[config.mk]
export PLATFORM = sky130hd
export DESIGN_NAME = cbq_mac
export DESIGN_NICKNAME = d
export VERILOG_FILES = /design/src/rtl/cbq_pkg.sv /design/src/rtl/cbq_mac.sv
export SDC_FILE = /design/constraint.sdc
export NUM_CORES = 2
export LEC_CHECK = 0
export BUFFER_PORTS_ARGS = -buffer_cell sky130_fd_sc_hd__buf_2
export CORE_ASPECT_RATIO = 0.8
export CORE_MARGIN = 3
export CORE_UTILIZATION = 50
export DETAILED_ROUTE_END_ITERATION = 16
export PLACE_DENSITY = 0.66
export SETUP_SLACK_MARGIN = 0.2
export SLEW_MARGIN = 15
export SYNTH_ARGS = -nofsm -noshare
export SYNTH_HDL_FRONTEND = slang
export SYNTH_SLANG_ARGS = --single-unit
[constraint.sdc]
create_clock -name clk -period 23 [get_ports clk]
set_input_delay 3.45 -clock clk [delete_from_list [all_inputs] [get_ports clk]]
set_output_delay 3.45 -clock clk [all_outputs]
set_load 0.02 [all_outputs]
[src/rtl/cbq_pkg.sv]
package cbq_pkg;

    localparam int COEF_W           = 24;
    localparam int DATA_W           = 32;
    localparam int SAMPLE_W         = 16;
    localparam int PROD_W           = COEF_W + DATA_W;
    localparam int ACC_W            = DATA_W + 2;
    localparam int FRAC_SHIFT       = 20;
    localparam int IN_FRAC          = 8;
    localparam int CFG_DATA_W       = 31;
    localparam int CFG_IDX_W        = 1;
    localparam int NSEC_W           = 4;
    localparam int SEC_FIELD_W      = 3;
    localparam int SEL_W            = 3;
    localparam int COEF_PER_SECTION = 6;

    localparam logic FUNC_SAMPLE = 1'b0;
    localparam logic FUNC_COEF   = 1'b1;

    localparam logic [SEL_W-1:0] SEL_B0 = 3'd0;
    localparam logic [SEL_W-1:0] SEL_B1 = 3'd1;
    localparam logic [SEL_W-1:0] SEL_B2 = 3'd2;
    localparam logic [SEL_W-1:0] SEL_A0 = 3'd3;
    localparam logic [SEL_W-1:0] SEL_A1 = 3'd4;
    localparam logic [SEL_W-1:0] SEL_A2 = 3'd5;

    localparam logic [CFG_IDX_W-1:0] CFG_NUM_SECTIONS   = 1'b0;
    localparam logic [CFG_IDX_W-1:0] CFG_OVERFLOW_LIMIT = 1'b1;

    localparam logic [NSEC_W-1:0]     NUM_SECTIONS_RESET   = 4'd1;
    localparam logic [CFG_DATA_W-1:0] OVERFLOW_LIMIT_RESET = 31'h4000_0000;

    typedef logic signed [DATA_W-1:0] sig_t;
    typedef logic signed [COEF_W-1:0] coef_t;
    typedef logic signed [ACC_W-1:0]  acc_t;

    typedef struct packed {
        logic acc_load;
        logic acc_add;
        logic acc_sub;
    } mac_ctrl_t;

    localparam sig_t SIG_MAX = {1'b0, {(DATA_W-1){1'b1}}};
    localparam sig_t SIG_MIN = {1'b1, {(DATA_W-1){1'b0}}};
    localparam acc_t ACC_HI  = {{(ACC_W-DATA_W+1){1'b0}}, {(DATA_W-1){1'b1}}};
    localparam acc_t ACC_LO  = {{(ACC_W-DATA_W+1){1'b1}}, {(DATA_W-1){1'b0}}};

    function automatic sig_t sat_acc(acc_t a);
        sig_t r;
        if (a > ACC_HI)
            r = SIG_MAX;
        else if (a < ACC_LO)
            r = SIG_MIN;
        else
            r = sig_t'(a[DATA_W-1:0]);
        return r;
    endfunction

    // magnitude of the most negative value still fits unsigned
    function automatic logic [DATA_W-1:0] magnitude(sig_t v);
        logic [DATA_W-1:0] u;
        u = v;
        return v[DATA_W-1] ? (~u + 1'b1) : u;
    endfunction

endpackage

[src/rtl/cbq_mac.sv]
module cbq_mac (
    input  logic               clk,
    input  cbq_pkg::coef_t     coef,
    input  cbq_pkg::sig_t      sig,
    input  cbq_pkg::mac_ctrl_t ctrl,
    output cbq_pkg::sig_t      result
);
    import cbq_pkg::*;

    localparam int SH_W = PROD_W + 1 - FRAC_SHIFT;
    localparam logic signed [PROD_W:0]   ROUND_CONST = (PROD_W+1)'(1) <<< (FRAC_SHIFT - 1);
    localparam logic signed [SH_W-1:0]   SH_HI = {{(SH_W-DATA_W+1){1'b0}}, {(DATA_W-1){1'b1}}};
    localparam logic signed [SH_W-1:0]   SH_LO = {{(SH_W-DATA_W+1){1'b1}}, {(DATA_W-1){1'b0}}};

    logic signed [PROD_W-1:0] prod_reg;
    logic signed [PROD_W:0]   rounded;
    logic signed [SH_W-1:0]   shifted;
    sig_t                     rnd_next;
    sig_t                     rnd_reg;
    acc_t                     acc_next;
    acc_t                     acc_reg;

    // round half up at 20 fraction bits, then saturate to 32 bits
    always_comb
    begin
        rounded = {prod_reg[PROD_W-1], prod_reg} + ROUND_CONST;
        shifted = rounded[PROD_W:FRAC_SHIFT];
        if (shifted > SH_HI)
            rnd_next = SIG_MAX;
        else if (shifted < SH_LO)
            rnd_next = SIG_MIN;
        else
            rnd_next = sig_t'(shifted[DATA_W-1:0]);
    end

    always_comb
    begin
        acc_next = acc_reg;
        if (ctrl.acc_load)
            acc_next = acc_t'(rnd_reg);
        else if (ctrl.acc_add)
            acc_next = acc_reg + acc_t'(rnd_reg);
        else if (ctrl.acc_sub)
            acc_next = acc_reg - acc_t'(rnd_reg);
    end

    always_ff @(posedge clk)
    begin
        prod_reg <= coef * sig;
        rnd_reg  <= rnd_next;
        acc_reg  <= acc_next;
    end

    assign result = sat_acc(acc_reg);
endmodule

=== Yosys cells after proc, flatten, opt, wreduce, memory -nomap -nowiden ===
Cells that the tools add are included.

* Memories: 0
* ROM bits: 0
* RAM bits: 0
* Word-level logic and storage cells: 18
* Output and inout bits: 32
* Bits in latches: 0
* Flip-flop bits (word level): 122
* Input bits: 60

* Multipliers: 1
* Equal/unequal tests: 0
* Multiplexer cells: 6
* Bitwise logic cells: 0
* Shift operators: 0
* Order comparisons: 4
* Reductions and logical operators: 1
* $add $sub $neg: 3
* Div/mod/pow operators: 0

{| class="wikitable"
|+ Operators by type and width
! operator !! number
|-
| 34-bit two-way mux || 3
|-
| 32-bit two-way mux || 3
|-
| 56-bit by 21-bit adder with 57-bit output, second input constant || 1
|-
| 24-bit by 32-bit multiplier with 56-bit output || 1
|-
| 37-bit by 32-bit > comparator with 1-bit output, second input constant || 1
|-
| 37-bit by 32-bit < comparator with 1-bit output, second input constant || 1
|-
| 34-bit by 32-bit adder with 34-bit output || 1
|-
| 34-bit by 32-bit > comparator with 1-bit output, second input constant || 1
|-
| 34-bit by 32-bit < comparator with 1-bit output, second input constant || 1
|-
| 34-bit by 32-bit subtractor with 34-bit output || 1
|-
| 3-bit nonzero test || 1
|}

=== Depth between registers and ports, before layout ===
* Depth after elaboration: 4
* Depth in mapped cells: 27
* Gate-level depth less buffers: 26

=== Least setup slack after synthesis ===
Ideal clock, no wire load.

* Path type: input to register
* From: input coef[6]
* To: register prod_reg[55]
* Slack: 13.166 ns
* Arrival: 9.762 ns
* Stages on the path: 22
* Buffers on the path: 1
* Setup time: 0.072 ns
* Cell sequence: clkbuf_1 -> and2_1 -> fa_1 -> inv_1 -> fa_1 -> inv_1 -> fa_1 -> fa_1 -> fa_1 -> fa_1 -> inv_1 -> fa_1 -> inv_1 -> ha_1 -> a21o_1 -> a21o_1 -> a21oi_1 -> o21ai_0 -> a31o_2 -> a21o_1 -> nor2_1 -> xnor2_1

* Longest elaborated chain between the ends: 1

{| class="wikitable"
|+ RTL lines
! element !! line !! text
|-
| start, declared || cbq_mac.sv:3 || <nowiki>input cbq_pkg::coef_t coef,</nowiki>
|-
| 24-bit by 32-bit multiplier with 56-bit output || cbq_mac.sv:49 || <nowiki>prod_reg <= coef * sig;</nowiki>
|-
| end signal, assigned || cbq_mac.sv:49 ||
|-
| end, declared || cbq_mac.sv:15 || <nowiki>logic signed [PROD_W-1:0] prod_reg;</nowiki>
|}

Every way passes these cells.
A chain may end at the register's enable or synchronous reset.

=== Worst setup path in the final report ===
* From: input coef[7]
* To: register prod_reg[53]

The elaborated chain is that of the path after synthesis.

==> out/summary.log <==
qor: outcome.run_status finished clean
qor: critical_path.crit-reg2reg-launch rnd_reg[0]$_SDFF_PN1_
qor: cts.clkSlewWorstSetupHoldPaths 0.08 ns
qor: timing.period_share 50.2%
qor: floorplan.die-width 291 µm
qor: route.first_pass_iters 6
qor: yosys.post_synthesis_instance_area 0.0325 mm²
qor: yosys.yosys_warnings 0
qor: floorplan.fp.dieArea 0.0681 mm²
qor: critical_path.reg2reg_depth 18
qor: final_layout.layout.cells.most_common_list sky130_fd_sc_hd__inv_1, sky130_fd_sc_hd__fa_1, sky130_fd_sc_hd__nand2_1
qor: final_layout.area.growth.synth_to_final 3.96%
qor: floorplan.initial_utilization 51.2%
qor: final_layout.largest_register_ffs 37
qor: yosys.syn-num-nets 4,613
qor: timing.final-max-slew-violation-count 0
qor: critical_path.timing.critical_path.cells buf_2, and2_1, fa_1, fa_1, inv_1, fa_1, fa_1, fa_1, inv_1, fa_1, fa_1, ha_1, a21oi_1, and3_1, o21ai_0, o21ai_0, o21ai_0, a31o_2, a221o_1, a22oi_1, o21ai_0, xor2_1
qor: timing.slew_at_the_pin_with_the_worst_max_slew_slack 0.980 ns
qor: timing.fmaxAchievable 86.6 MHz
qor: cts.cts_repair_resize_count 0
qor: route.wire_per_inst 19.4 µm
qor: cts.clock_tree_from_tritoncts built
qor: route.final_antenna_net_count 0
qor: critical_path.cp_common_cell sky130_fd_sc_hd__fa_1
qor: route.postRouteWirelength 85,000 µm
qor: place.place_congestion 0.917
qor: route.route.vias.total 23,480
qor: critical_path.crit_path_top_delay_cell sky130_fd_sc_hd__o21ai_0
qor: final_layout.finish.utilization 53.3%
qor: floorplan.num_io_pins 92
qor: cts.cts_htree_levels 3
qor: timing.grt_setup_unrepaired no
qor: final_layout.final_nets 4,567
qor: timing.final_critical_path_required_period 11.55 ns
qor: cts.cts.path.max_buffers 2
qor: floorplan.rows 82
qor: cts.clk-insertion-delay-late 0.36 ns
qor: timing.fin_setup_tns 0 ns
qor: yosys.synth.top_cells.by_area sky130_fd_sc_hd__fa_1, sky130_fd_sc_hd__inv_1, sky130_fd_sc_hd__ha_1
qor: place.buffer_ports.inserted 91
qor: yosys.synth_top_cell_by_area sky130_fd_sc_hd__fa_1
qor: critical_path.critical_path.max_stage_delay 0.77 ns
qor: cts.clkSinkCount 103
qor: grt.grt_util_all_layers 26.2%
qor: yosys.synth.lib_cells_used.distinct 63
qor: critical_path.worstPathBufferInverterCount 3
qor: yosys.post-synth-top-area-fraction 48.3%
qor: critical_path.timing.critical_path.fanout_max 32
qor: floorplan.placeableCoreArea 0.0634 mm²
qor: grt.grt_pass1_wl 138,000 µm
qor: worst_hold_path.whs_path_depth 2
qor: grt.grt_antenna_before_repair 3
qor: yosys.async_reset_ff_share 0%
qor: final_layout.commonest_non_fill_non_tap_cell_in_the_layout sky130_fd_sc_hd__inv_1
qor: critical_path.critical_path_depth 22
qor: yosys.synthFlopType sky130_fd_sc_hd__dfxtp_1
qor: timing.setup_viol_count_final 0
qor: grt.pin_count_of_the_biggest_net_entering_global_routing 67
qor: critical_path.worstPathArrival 11.79 ns
qor: critical_path.timing.setup.critical_path_class in2reg
qor: yosys.ys_seq_area_share 7.40%
qor: timing.worst_slew_margin_rel 34.0%
qor: worst_hold_path.launch_point_of_the_worst_hold_path prod_reg[31]$_DFF_P_
qor: place.detailed_place_hpwl 64,500 µm
qor: critical_path.critical_path_required 23.24 ns
qor: critical_path.endpoint_kind flop
qor: cts.cts_hold_buffers 0
qor: worst_hold_path.holdPathEnd rnd_reg[11]$_SDFF_PN1_
qor: cts.post_cts.repair.setup_buffers 0
qor: route.dr.first_iter.drc_count 1,823
qor: yosys.syn_inst 3,589
qor: critical_path.setup.reg_to_reg.worst_slack 17.19 ns
qor: timing.hold_violations 0
qor: grt.global_route.overflow_total 0
qor: cts.clock-root-buffer sky130_fd_sc_hd__clkbuf_16
qor: timing.final.hold.worst_slack 0.538 ns
qor: cts.cts_inserted_buffers 9
qor: grt.first_global_vias 24,412
qor: floorplan.die_height 234 µm
qor: yosys.synth-seq-cells 103
qor: critical_path.worstSetupStartpointType input pin
qor: yosys.synth.avg_cell_area 9.05 µm²
qor: flow_run.max_cap_violations 0
qor: route.drc 0
qor: final_layout.drive_above_1_share 4.00%
qor: timing.skew 0.0155 ns
qor: critical_path.worstReg2RegEnd acc_reg[33]$_DFFE_PP_
qor: worst_hold_path.worst_min_delay_path_category reg2reg
qor: yosys.synth_enable_flop_cells 34
qor: route.ratio_of_routed_vias_to_standard_cells 5.35
qor: critical_path.crit_family adder cells
-- through the flow --
stage,area [µm²],worst slack (ns),std cells
after global placement,33500,11.29,4372
after global routing,33800,11.04,4388
after floorplan,32500,13.17,3589
after detailed placement,33500,11.14,4372
after CTS,33800,11.49,4388
final,33800,11.45,4389
-- worst max path at each step --
| stage | to | slack, ns | startpoint |
|---|---|---|---|
| after CTS | prod_reg[53]$_DFF_P_ | 11.49 | coef[7] |
| after global routing | prod_reg[53]$_DFF_P_ | 11.04 | coef[7] |
| after floorplan | prod_reg[55]$_DFF_P_ | 13.17 | coef[6] |
| after global placement | prod_reg[53]$_DFF_P_ | 11.29 | coef[7] |
| after detailed placement | prod_reg[53]$_DFF_P_ | 11.14 | coef[7] |
| final | prod_reg[53]$_DFF_P_ | 11.45 | coef[7] |
-- tightest hold or removal path: stages, from the launching register on --
cell                      delay, ns
sky130_fd_sc_hd__dfxtp_1       0.34
sky130_fd_sc_hd__xor2_1        0.07
sky130_fd_sc_hd__o21ai_1       0.10
-- layout make-up --
cell class,instances,area (µm²)
well taps,840,1050
inverters,822,3090
multi-input cells,2502,26400
clock inverters,6,61.3
flip-flops and latches,103,2400
repair buffers,105,561
fillers,5905,29600
clock buffers,10,229
diodes,1,2.50
-- synth_stat cells, drive strengths merged, types with 4 or more instances --
library cell  instances
nor4                 10
or2                   4
nand2               463
nor3                 23
xor2                 71
inv                 822
o31ai                 8
clkbuf              155
a21o                 39
buf                   7
and3                 10
dfxtp                69
o21a                  7
xnor2                64
or3                   4
fa                  783
a31oi                 5
a21oi                86
and4                  6
ha                  181
and2                359
nor2                145
o21ai                98
nand2b               15
a211oi               13
o21bai               13
edfxtp               34
nor2b                10
nand3                24
nand4                19
-- cells by family (layout without fill, tap and decap cells) --
family | count (synthesis) | in the layout | synth area share (%)
mux | 4 | 4 | 0.135
xor+xnor | 135 | 135 | 3.64
fa+ha+maj | 964 | 964 | 55.2
simple gates | 1101 | 1101 | 16.5
flops | 103 | 103 | 7.40
buf+inv | 984 | 943 | 11.4
other cells | 0 | 1 | 0
compound gates | 298 | 298 | 5.62
-- layer usage --
layer | share of wire, % | wire length [µm] | up-vias | global-route usage, %
li1 | - | - | 10478 | -
met5 | 0.015 | 13 | - | 0
met2 | 43 | 36400 | 1019 | 40.2
met4 | 1.5 | 1280 | 2 | 3.24
met1 | 45 | 38200 | 11890 | 39.3
met3 | 11 | 9070 | 91 | 5.97
Power is left out: the tool's default activity adds up to more than one toggle a clock period on the data nets, which glitch-free logic cannot reach.
