[src/rtl/cbq_ram.sv]
module cbq_ram #(
    parameter int  WIDTH  = 8,
    parameter int  DEPTH  = 16,
    localparam int ADDR_W = (DEPTH > 1) ? $clog2(DEPTH) : 1
) (
    input  logic              clk,
    input  logic              we,
    input  logic [ADDR_W-1:0] waddr,
    input  logic [WIDTH-1:0]  wdata,
    input  logic [ADDR_W-1:0] raddr,
    output logic [WIDTH-1:0]  rdata
);
    logic [WIDTH-1:0] mem [DEPTH];

    always_ff @(posedge clk)
    begin
        if (we)
        begin
            mem[waddr] <= wdata;
        end
        rdata <= mem[raddr];
    end
endmodule

[config.mk]
export PLATFORM = sky130hd
export DESIGN_NAME = cbq_ram
export DESIGN_NICKNAME = d
export VERILOG_FILES = /design/src/rtl/cbq_ram.sv
export SDC_FILE = /design/constraint.sdc
export NUM_CORES = 1
export LEC_CHECK = 0
export ABC_AREA = 1
export BUFFER_PORTS_ARGS = -buffer_cell sky130_fd_sc_hd__buf_4
export CAP_MARGIN = 20
export CORE_AREA = 4 4 175 92
export CTS_CLUSTER_DIAMETER = 30
export DETAILED_ROUTE_END_ITERATION = 16
export DIE_AREA = 0 0 179 96
export HOLD_SLACK_MARGIN = 0.05
export SYNTH_ARGS = -nofsm -noshare
export SYNTH_HDL_FRONTEND = slang
export SYNTH_SLANG_ARGS = --single-unit
export TNS_END_PERCENT = 50
[constraint.sdc]
create_clock -name clk -period 1.4 [get_ports clk]
set_input_delay 0.07 -clock clk [delete_from_list [all_inputs] [get_ports clk]]
set_output_delay 0.07 -clock clk [all_outputs]
set_load 0.03 [all_outputs]
**Word level (Yosys, flattened, before mapping)**

Memory sizes are Yosys's and may differ from the RTL's. A register that Yosys moved wholly into a read port is not among the register bits.
Cells that the tools add are included.

- Flip-flop bits (word level): 0
- Memories: 1
- Bits in writable memories: 128
- Output and inout port bits: 8

- Muxes and demuxes: 2

Memories:

| name | words | bits a word | read ports | clocked after Yosys merged registers in | write ports | line | text |
|---|---|---|---|---|---|---|---|
| mem | 16 | 8 | 1 | 1 | 1 | 13 | `logic [WIDTH-1:0] mem [DEPTH];` |

Operators by type and width:

| kind | number |
|---|---|
| $mux 1 | 2 |

**Logic depth before layout (Yosys ltp)**

Gate-level depths: netlist (run 1).

- Depth in word-level cells: 2
- Mapped depth: 8
- Mapped depth without buffers: 7

**Least setup slack after synthesis (run 1)**

No wires, ideal clock.

- Kind: input -> register
- From: input port waddr[2]
- To: memory mem[10][0] (enable)
- Required time: 1.030 ns
- Stages: 2
- Path slack: 0.379 ns
- Arrival: 0.651 ns
- Cell sequence: nand3b_1 nor2_1

RTL lines:

| element | line | text |
|---|---|---|
| from (decl) | 8 | `input logic [ADDR_W-1:0] waddr,` |
| to (decl) | 13 |  |

Straight into the memory's write port.

==> reports/results.tsv, run 1 <==
metric	value	unit
status	finished, final reports clean	
fin_skew	0.00618	ns
netlist_area	0.00577	mm²
clkPwrFrac	45.3	%
syn2layout_area_growth	20.4	%
vias	3835	
globalplace.congestion	0.749	
avgSynthCellArea	10.5	µm²
cp_slowest_cell	edfxtp_1	
cts_root_buffer	clkbuf_16	
yosysUniqueCellTypes	12	
final_area	0.00694	mm²
required	1.70	ns
drv_slew	0	
ant_nets	0	
cp-end-kind	register	
yosys_warnings	0	
first_iter_violations	292	
synth_fp_nets	569	
synthCells	551	
cp_cell_sequence	inv_1 > nand2_1 > nand3_1 > nand3_1 > nand3_1 > nand2_1	
port_buffers	25	
crit_type	reg2reg	
grt_antenna_before_repair	0	
clkTransAtPathRegs	0.06	ns
setup_tns	0	ns
dieWidth	179	µm
p_seq_share	47.7	%
grt_pass1_wl	21000	µm
combinationalPowerShare	6.9	%
period_needed	1.01	ns
yosys.area.top_type	edfxtp_1	
async_flop_share	0	%
grtUsageTotal	16.7	%
cp_slowest_stage_delay	0.37	ns
postLayoutCoreUtil	48.2	%
worst-path-stages	6	
worstPathArrival	1.31	ns
fin_crit_sh	72.4	%
synth_ff_type	edfxtp_1	
yosys-top-cells-count	nand2_1, edfxtp_1, inv_1	
synth_area_leaders	edfxtp_1, nand2_1, nand3_1	
hold_class	in2reg	
tightest_slew	0.351	ns
rsz0062_at_grt	no	
cts-resized-gates	0	
power_switching	2.06	mW
p_int	7.53	mW
overflow	0	
setup_viol	0	
drcViolationCount	0	
yosys_register_bits	136	
wl_per_cell	16.3	µm
cp_max_fo	1	
drt_wl_total	13300	µm
clk_latency	0.41	ns
htree_num_levels	4	
clk_path_buf_depth	2	
start_util	40.1	%
grt_pass1_vias	3822	
report.final.hold_viol_count	0	
crit_top_cell	nand3_1	
core_area	0.0144	mm²
nNetsFinal	623	
design.portCount	26	
worstRegToRegCells	6	
power.density	1380	mW/mm²
grt_max_degree	49	
relSlewSlack	76.6	%
yosysMostFrequentCell	nand2_1	
postCtsHoldBufs	9	
critPathBufInv	1	
dr.pass1.iters	5	
hpwlAfterDp	8020	µm
rows	31	
die_area	0.0172	mm²
max_freq	0.986	GHz
die_y	96	µm
synth.yosys.seq_area_share	69.4	%
peakVddDrop	0.728	mV
maxCapViolCount	0	
postPlaceCellArea	0.00627	mm²
synth-edff-count	128	
yosysTopAreaCellShare	66.7	%
vias_per_cell	4.70	
holdPathStages	4	
cts_tree	built	
cts_setup_buffers	0	
crit_family	simple AND/OR/NAND/NOR gates	
num_antenna_cells	0	
clock-sinks	136	
switching_share	21.5	%
drive_above_1_share	12.9	%
p_leak	3.00	nW
cts_buffers	17	
cp-start-kind	register	
-- worst min-delay path: stages --
cell     delay, ns
buf_4         0.20
nand3_1       0.11
nand3_1       0.07
nand2_1       0.06
-- power groups by stage --
stage | combinational (mW) | sequential, mW | clock, mW
final | 0.665 | 4.58 | 4.35
after global routing | 0.738 | 4.59 | 4.64
after CTS | 0.675 | 4.58 | 4.41
after detailed placement | 0.651 | 4.66 | 0
after global placement | 0.643 | 4.66 | 0
after floorplan | 0.321 | 4.71 | 0
-- area by class of cell --
class | count | area [µm²]
Clock buffer | 24 | 482
Fill cell | 1272 | 7450
Inverter | 102 | 383
Sequential cell | 136 | 4000
Clock inverter | 8 | 97.6
Timing Repair Buffer | 59 | 515
Tap cell | 198 | 248
Multi-Input combinational cell | 289 | 1210
-- stage by stage --
stage               setup WS, ns  power, mW  hold WS [ns]  instances
floorplan                  0.379       5.03         0.169        551
global placement           0.281       5.31         0.407        775
detailed placement         0.271       5.32         0.412        775
CTS                        0.386       9.67         0.115        816
global route               0.290       9.96         0.130        816
finish                     0.386       9.59         0.128        816
-- logic make-up (layout without fill, tap and decap cells) --
family / after synthesis / count (layout) / share of synthesized area, %
DFF: 136 / 136 / 69.4
buffers and inverters: 126 / 193 / 9.52
and+or+nand+nor: 289 / 289 / 21.0
-- state kept, by name (all words and copies together) (netlist names) --
register,count
rdata,8
mem,128
-- per-layer routing --
| metal | wire [µm] | share of wire [%] | GRT usage (%) |
|---|---|---|---|
| met5 | 0 | 0 | 0 |
| met4 | 265 | 2.0 | 6.83 |
| met3 | 597 | 4.5 | 3.45 |
| met2 | 6390 | 48 | 27.1 |
| met1 | 6010 | 45 | 22.1 |
-- layout by cell type (no fill, tap or decap), types with 4 or more instances in the layout --
cell           synthesis  routed
nand2_1              173     173
clkbuf_16              0      17
buf_4                  4      46
nor2_1                17      17
nand3_1               97      97
dlygate4sd3_1          0       9
dfxtp_1                8       8
buf_12                 0       4
inv_1                100     100
clkbuf_1               0       4
edfxtp_1             128     128
-- worst paths after layout --
check / from / endpoint / slack (ns)
setup / recovery: mem[13][0] / rdata[0] / 0.39
hold / removal: raddr[2] / rdata[0] / 0.13
hold reg to reg: mem[4][0] / rdata[0] / 0.68
setup reg to reg: mem[13][0] / rdata[0] / 0.39
No activity file was read; power rests on OpenSTA's default activity.
==> run 2: changes to the inputs <==
==> constraint.sdc (replaced) <==
create_clock -name clk -period 0.9 [get_ports clk]
set_input_delay 0.045 -clock clk [delete_from_list [all_inputs] [get_ports clk]]
set_output_delay 0.045 -clock clk [all_outputs]
set_load 0.03 [all_outputs]
==> reports/results.tsv, run 2 (synthesized netlist as in run 1, its figures left out) <==
metric	value	unit
fin_cells	824	
vias_per_cell	4.69	
violations	setup timing	
num_antenna_cells	0	
core_area	0.0144	mm²
drt_wl_total	13500	µm
layout_setup_ws	-0.0438	ns
gr-usage-met1	22.6	%
period_needed	0.944	ns
grt_pass1_wl	21100	µm
cp_slowest_stage_delay	0.37	ns
fin_crit_sh	105	%
top_register	mem	
grtUsageTotal	16.9	%
die_y	96	µm
power	15.7	mW
cp_slowest_cell	edfxtp_1	
cp_cell_sequence	inv_1 > nand2_1 > nand3_1 > nand3_2 > nand3_2 > nand2_1	
vias	3861	
required	1.20	ns
clk_path_buf_depth	2	
clock-sinks	136	
cts_tree	built	
peakVddDrop	1.18	mV
clk_latency	0.41	ns
hold_class	in2reg	
dieWidth	179	µm
relSlewSlack	73.2	%
power.density	2140	mW/mm²
tightest_slew	0.402	ns
wl_per_cell	16.4	µm
grt_max_degree	49	
layout_commonest_cell	nand2_1	
use_met2	27.4	%
worstPathArrival	1.24	ns
fin_skew	0.00572	ns
largest_reg_flops	128	
critPathBufInv	1	
nFillCells	1234	
die_area	0.0172	mm²
report.final.hold_viol_count	0	
grt_use_met3	3.69	%
drive_above_1_share	22.7	%
htree_num_levels	4	
grt_antenna_before_repair	0	
start_util	40.1	%
mostFrequentLayoutCells	nand2_1, edfxtp_1, inv_1, nand3_1, buf_4	
placed_cells	783	
syn2layout_area_growth	27.1	%
grt_busiest_layer	met2	
clkTransAtPathRegs	0.06	ns
postLayoutCoreUtil	50.9	%
overflow	0	
max_freq	1.06	GHz
cp-start-kind	register	
rsz0062_at_grt	yes	
hpwlAfterDp	8350	µm
port_buffers	25	
maxCapViolCount	0	
ant_nets	0	
nNetsFinal	631	
grt_pass1_vias	3812	
design.portCount	26	
status	complete, but fails checks	
cp-end-kind	register	
dr.pass1.iters	5	
cts_setup_buffers	0	
drv_slew	0	
drcViolationCount	0	
crit_type	reg2reg	
rows	31	
largestRegisters	mem (128), rdata (8)	
globalplace.congestion	0.809	
cts_buffers	17	
crit_family	simple AND/OR/NAND/NOR gates	
first_iter_violations	272	
p_leak	3.16	nW
setup_viol	12	
cts_root_buffer	clkbuf_16	
cp_max_fo	1	
[run 2: cell count changes in the layout (fill, tap and decap cells not counted), moves of 8 or more]
cell | previous run | this run
buf_6 | 0 | 8
dfxtp_1 | 8 | 0
dfxtp_2 | 0 | 8
nand3_1 | 97 | 58
nand3_2 | 0 | 38
[run 2: final cells by class]
cell class / instances / area [µm²] / share of cell area [%]
clock buffers: 20 / 457 / 6.23
clock inverters: 12 / 174 / 2.37
inverters: 102 / 383 / 5.22
multi-input cells: 289 / 1420 / 19.4
flip-flops and latches: 136 / 4010 / 54.8
well taps: 198 / 248 / 3.38
repair buffers: 67 / 631 / 8.60
[run 2: worst register-to-register path: stages (launching register included)]
cell      delay [ns]
edfxtp_1        0.37
inv_1           0.07
nand2_1         0.05
nand3_1         0.09
nand3_2         0.10
nand3_2         0.09
nand2_1         0.06
[run 2: path summary, 6_finish.rpt]
| check | from | slack [ns] | endpoint | cells after the start |
|---|---|---|---|---|
| setup / recovery | mem[6][3] | -0.04 | rdata[3] | 6 |
| hold / removal | raddr[3] | 0.10 | rdata[1] | 4 |
| hold reg to reg | mem[2][0] | 0.66 | rdata[0] | 6 |
| setup reg to reg | mem[6][3] | -0.04 | rdata[3] | 6 |
[run 2: stage by stage]
stage	hold WS, ns	setup TNS (ns)	worst slack, ns	instance area (µm²)
floorplan	0.144	-9.38	-0.0958	5770
global placement	0.378	-12.21	-0.166	6360
detailed placement	0.383	-13.95	-0.157	6360
CTS	0.0611	-0.322	-0.0533	7210
global route	0.115	-0.967	-0.108	7330
finish	0.102	-0.230	-0.0438	7330
[run 2: layer usage]
layer | up-vias | wire (µm)
met5 | - | 0
li1 | 1897 | -
met4 | 0 | 132
met1 | 1877 | 5830
met2 | 78 | 6610
met3 | 9 | 965
[run 2: timing repair]
item,4_1_cts,5_1_grt
endpoints found under the setup margin,16,16
resized for setup,34,26
hold buffers,9,0
endpoints found under the hold margin,131,0
pin swaps,21,19
[run 2: power by group]
group	switching [mW]	total, mW	internal, mW	leakage, nW
clock	2.56	7.33	4.77	0.298
sequential	0.0533	7.14	7.09	1.22
combinational	0.744	1.18	0.440	1.64
==> run 3: changes to the inputs <==
--- a/config.mk
+++ b/config.mk
@@ -8,11 +8,12 @@
 export ABC_AREA = 1
 export BUFFER_PORTS_ARGS = -buffer_cell sky130_fd_sc_hd__buf_4
 export CAP_MARGIN = 20
-export CORE_AREA = 4 4 175 92
+export CORE_AREA = 4 4 150 80
 export CTS_CLUSTER_DIAMETER = 30
 export DETAILED_ROUTE_END_ITERATION = 16
-export DIE_AREA = 0 0 179 96
+export DIE_AREA = 0 0 154 84
 export HOLD_SLACK_MARGIN = 0.05
+export PLACE_DENSITY = 0.74
 export SYNTH_ARGS = -nofsm -noshare
 export SYNTH_HDL_FRONTEND = slang
 export SYNTH_SLANG_ARGS = --single-unit
==> reports/results.tsv, run 3 (synthesized netlist as in run 1, its figures left out) <==
metric	value	unit
mostFrequentLayoutCells	nand2_1, edfxtp_1, inv_1, nand3_1, nand3_2	
port_buffers	25	
status	complete, but fails checks	
cts_buffers	17	
dieWidth	154	µm
clk_latency	0.42	ns
cts_setup_buffers	0	
crit_family	simple AND/OR/NAND/NOR gates	
layout_commonest_cell	nand2_1	
grt_pass1_vias	4004	
largestRegisters	mem (128), rdata (8)	
hpwlAfterDp	9430	µm
critPathLaunch	mem[14][2]	
drive_above_1_share	28.3	%
syn2layout_area_growth	26.9	%
postLayoutCoreUtil	68.3	%
core_area	0.0107	mm²
ant_nets	0	
crit_top_cell	nand3_1	
die_y	84	µm
max_freq	1.02	GHz
cp_slowest_cell	edfxtp_1	
cts_tree	built	
num_antenna_cells	0	
clock-sinks	136	
worstPathArrival	1.29	ns
rsz0062_at_grt	yes	
globalplace.congestion	0.884	
clkTransAtPathRegs	0.06	ns
grt_pass1_wl	23000	µm
cp_max_fo	1	
overflow	0	
layout_setup_ws	-0.0802	ns
nNetsFinal	634	
htree_num_levels	4	
start_util	53.8	%
r2r_start	mem[14][2]	
vias_per_cell	5.37	
setup_tns	-0.658	ns
rows	27	
required	1.21	ns
cp-start-kind	register	
die_area	0.0129	mm²
tightest_slew	0.240	ns
cp_slowest_stage_delay	0.37	ns
design.portCount	26	
drv_slew	0	
grt_antenna_before_repair	0	
peakVddDrop	1.62	mV
report.final.hold_viol_count	0	
hold_slack	0.139	ns
drt_wl_total	15000	µm
p_leak	3.16	nW
hp-start	raddr[2]	
fin_crit_sh	109	%
period_needed	0.980	ns
violations	setup timing	
clk_path_buf_depth	2	
maxCapViolCount	0	
fin_skew	0.00726	ns
power.density	2080	mW/mm²
drcViolationCount	0	
first_iter_violations	522	
hold_class	in2reg	
grtUsageTotal	24.1	%
top_register	mem	
setup_viol	16	
crit_type	reg2reg	
dr.pass1.iters	6	
vias	4157	
grt_max_degree	37	
critPathBufInv	1	
cp-end-kind	register	
relSlewSlack	84.0	%
cts_root_buffer	clkbuf_16	
largest_reg_flops	128	
cp_cell_sequence	inv_1 > nand2_1 > nand3_1 > nand3_1 > nand3_2 > nand2_2	
wl_per_cell	19.4	µm
[run 3: changes by cell type in the layout (fill, tap and decap cells not counted), moves of 3 or more]
cell     previous run  this run
inv_6               0         3
inv_2               3        16
nand2_2             3        13
inv_1              99        85
nand3_2            38        48
nand2_1           170       160
nand3_1            58        49
[run 3: final timing paths]
path / cells past startpoint / slack, ns / endpoint
worst max-delay path: 6 / -0.08 / rdata[2]
worst min register to register: 6 / 0.69 / rdata[3]
worst max register to register: 6 / -0.08 / rdata[2]
worst min-delay path: 5 / 0.14 / rdata[5]
[run 3: repair_timing]
| action | CTS | global route |
|---|---|---|
| hold endpoints to repair | 136 | 0 |
| resized for setup | 53 | 40 |
| endpoints found under the setup margin | 16 | 16 |
| pin swaps | 22 | 18 |
| hold buffers | 9 | 0 |
| cloned | 0 | 0 |
[run 3: final cells by class]
| type | count | area [µm²] |
|---|---|---|
| repair buffers | 70 | 669 |
| flip-flops and latches | 136 | 4010 |
| fillers | 769 | 3390 |
| clock buffers | 18 | 429 |
| multi-input cells | 289 | 1490 |
| clock inverters | 14 | 150 |
| well taps | 145 | 181 |
| inverters | 102 | 387 |
[run 3: worst min-delay path: stages]
cell	delay [ns]
buf_4	0.12
buf_12	0.15
nand3_2	0.08
nand3_1	0.07
nand2_1	0.06
[run 3: metal layers]
metal	track usage (%)	up-vias	part of all wire, %
met5	0	-	0
met4	8.17	0	2.0
met3	5.08	35	11
met2	33.7	267	42
met1	37.4	1948	44
li1	-	1907	-
[run 3: through the flow]
stage	setup slack (ns)	power [mW]	cell area [µm²]	instances
6_report	-0.0802	15.2	7320	774
5_1_grt	-0.137	15.7	7320	774
4_1_cts	-0.0637	15.2	7190	774
3_5_place_dp	-0.230	8.34	6330	733
3_3_place_gp	-0.200	8.31	6330	733
2_1_floorplan	-0.0958	7.83	5770	551
[run 3: report_power, final]
group	leakage, nW	switching (mW)	internal [mW]
Combinational	1.66	0.807	0.470
Sequential	1.22	0.0648	7.09
Clock	0.277	2.67	4.09
Total	3.16	3.55	11.7
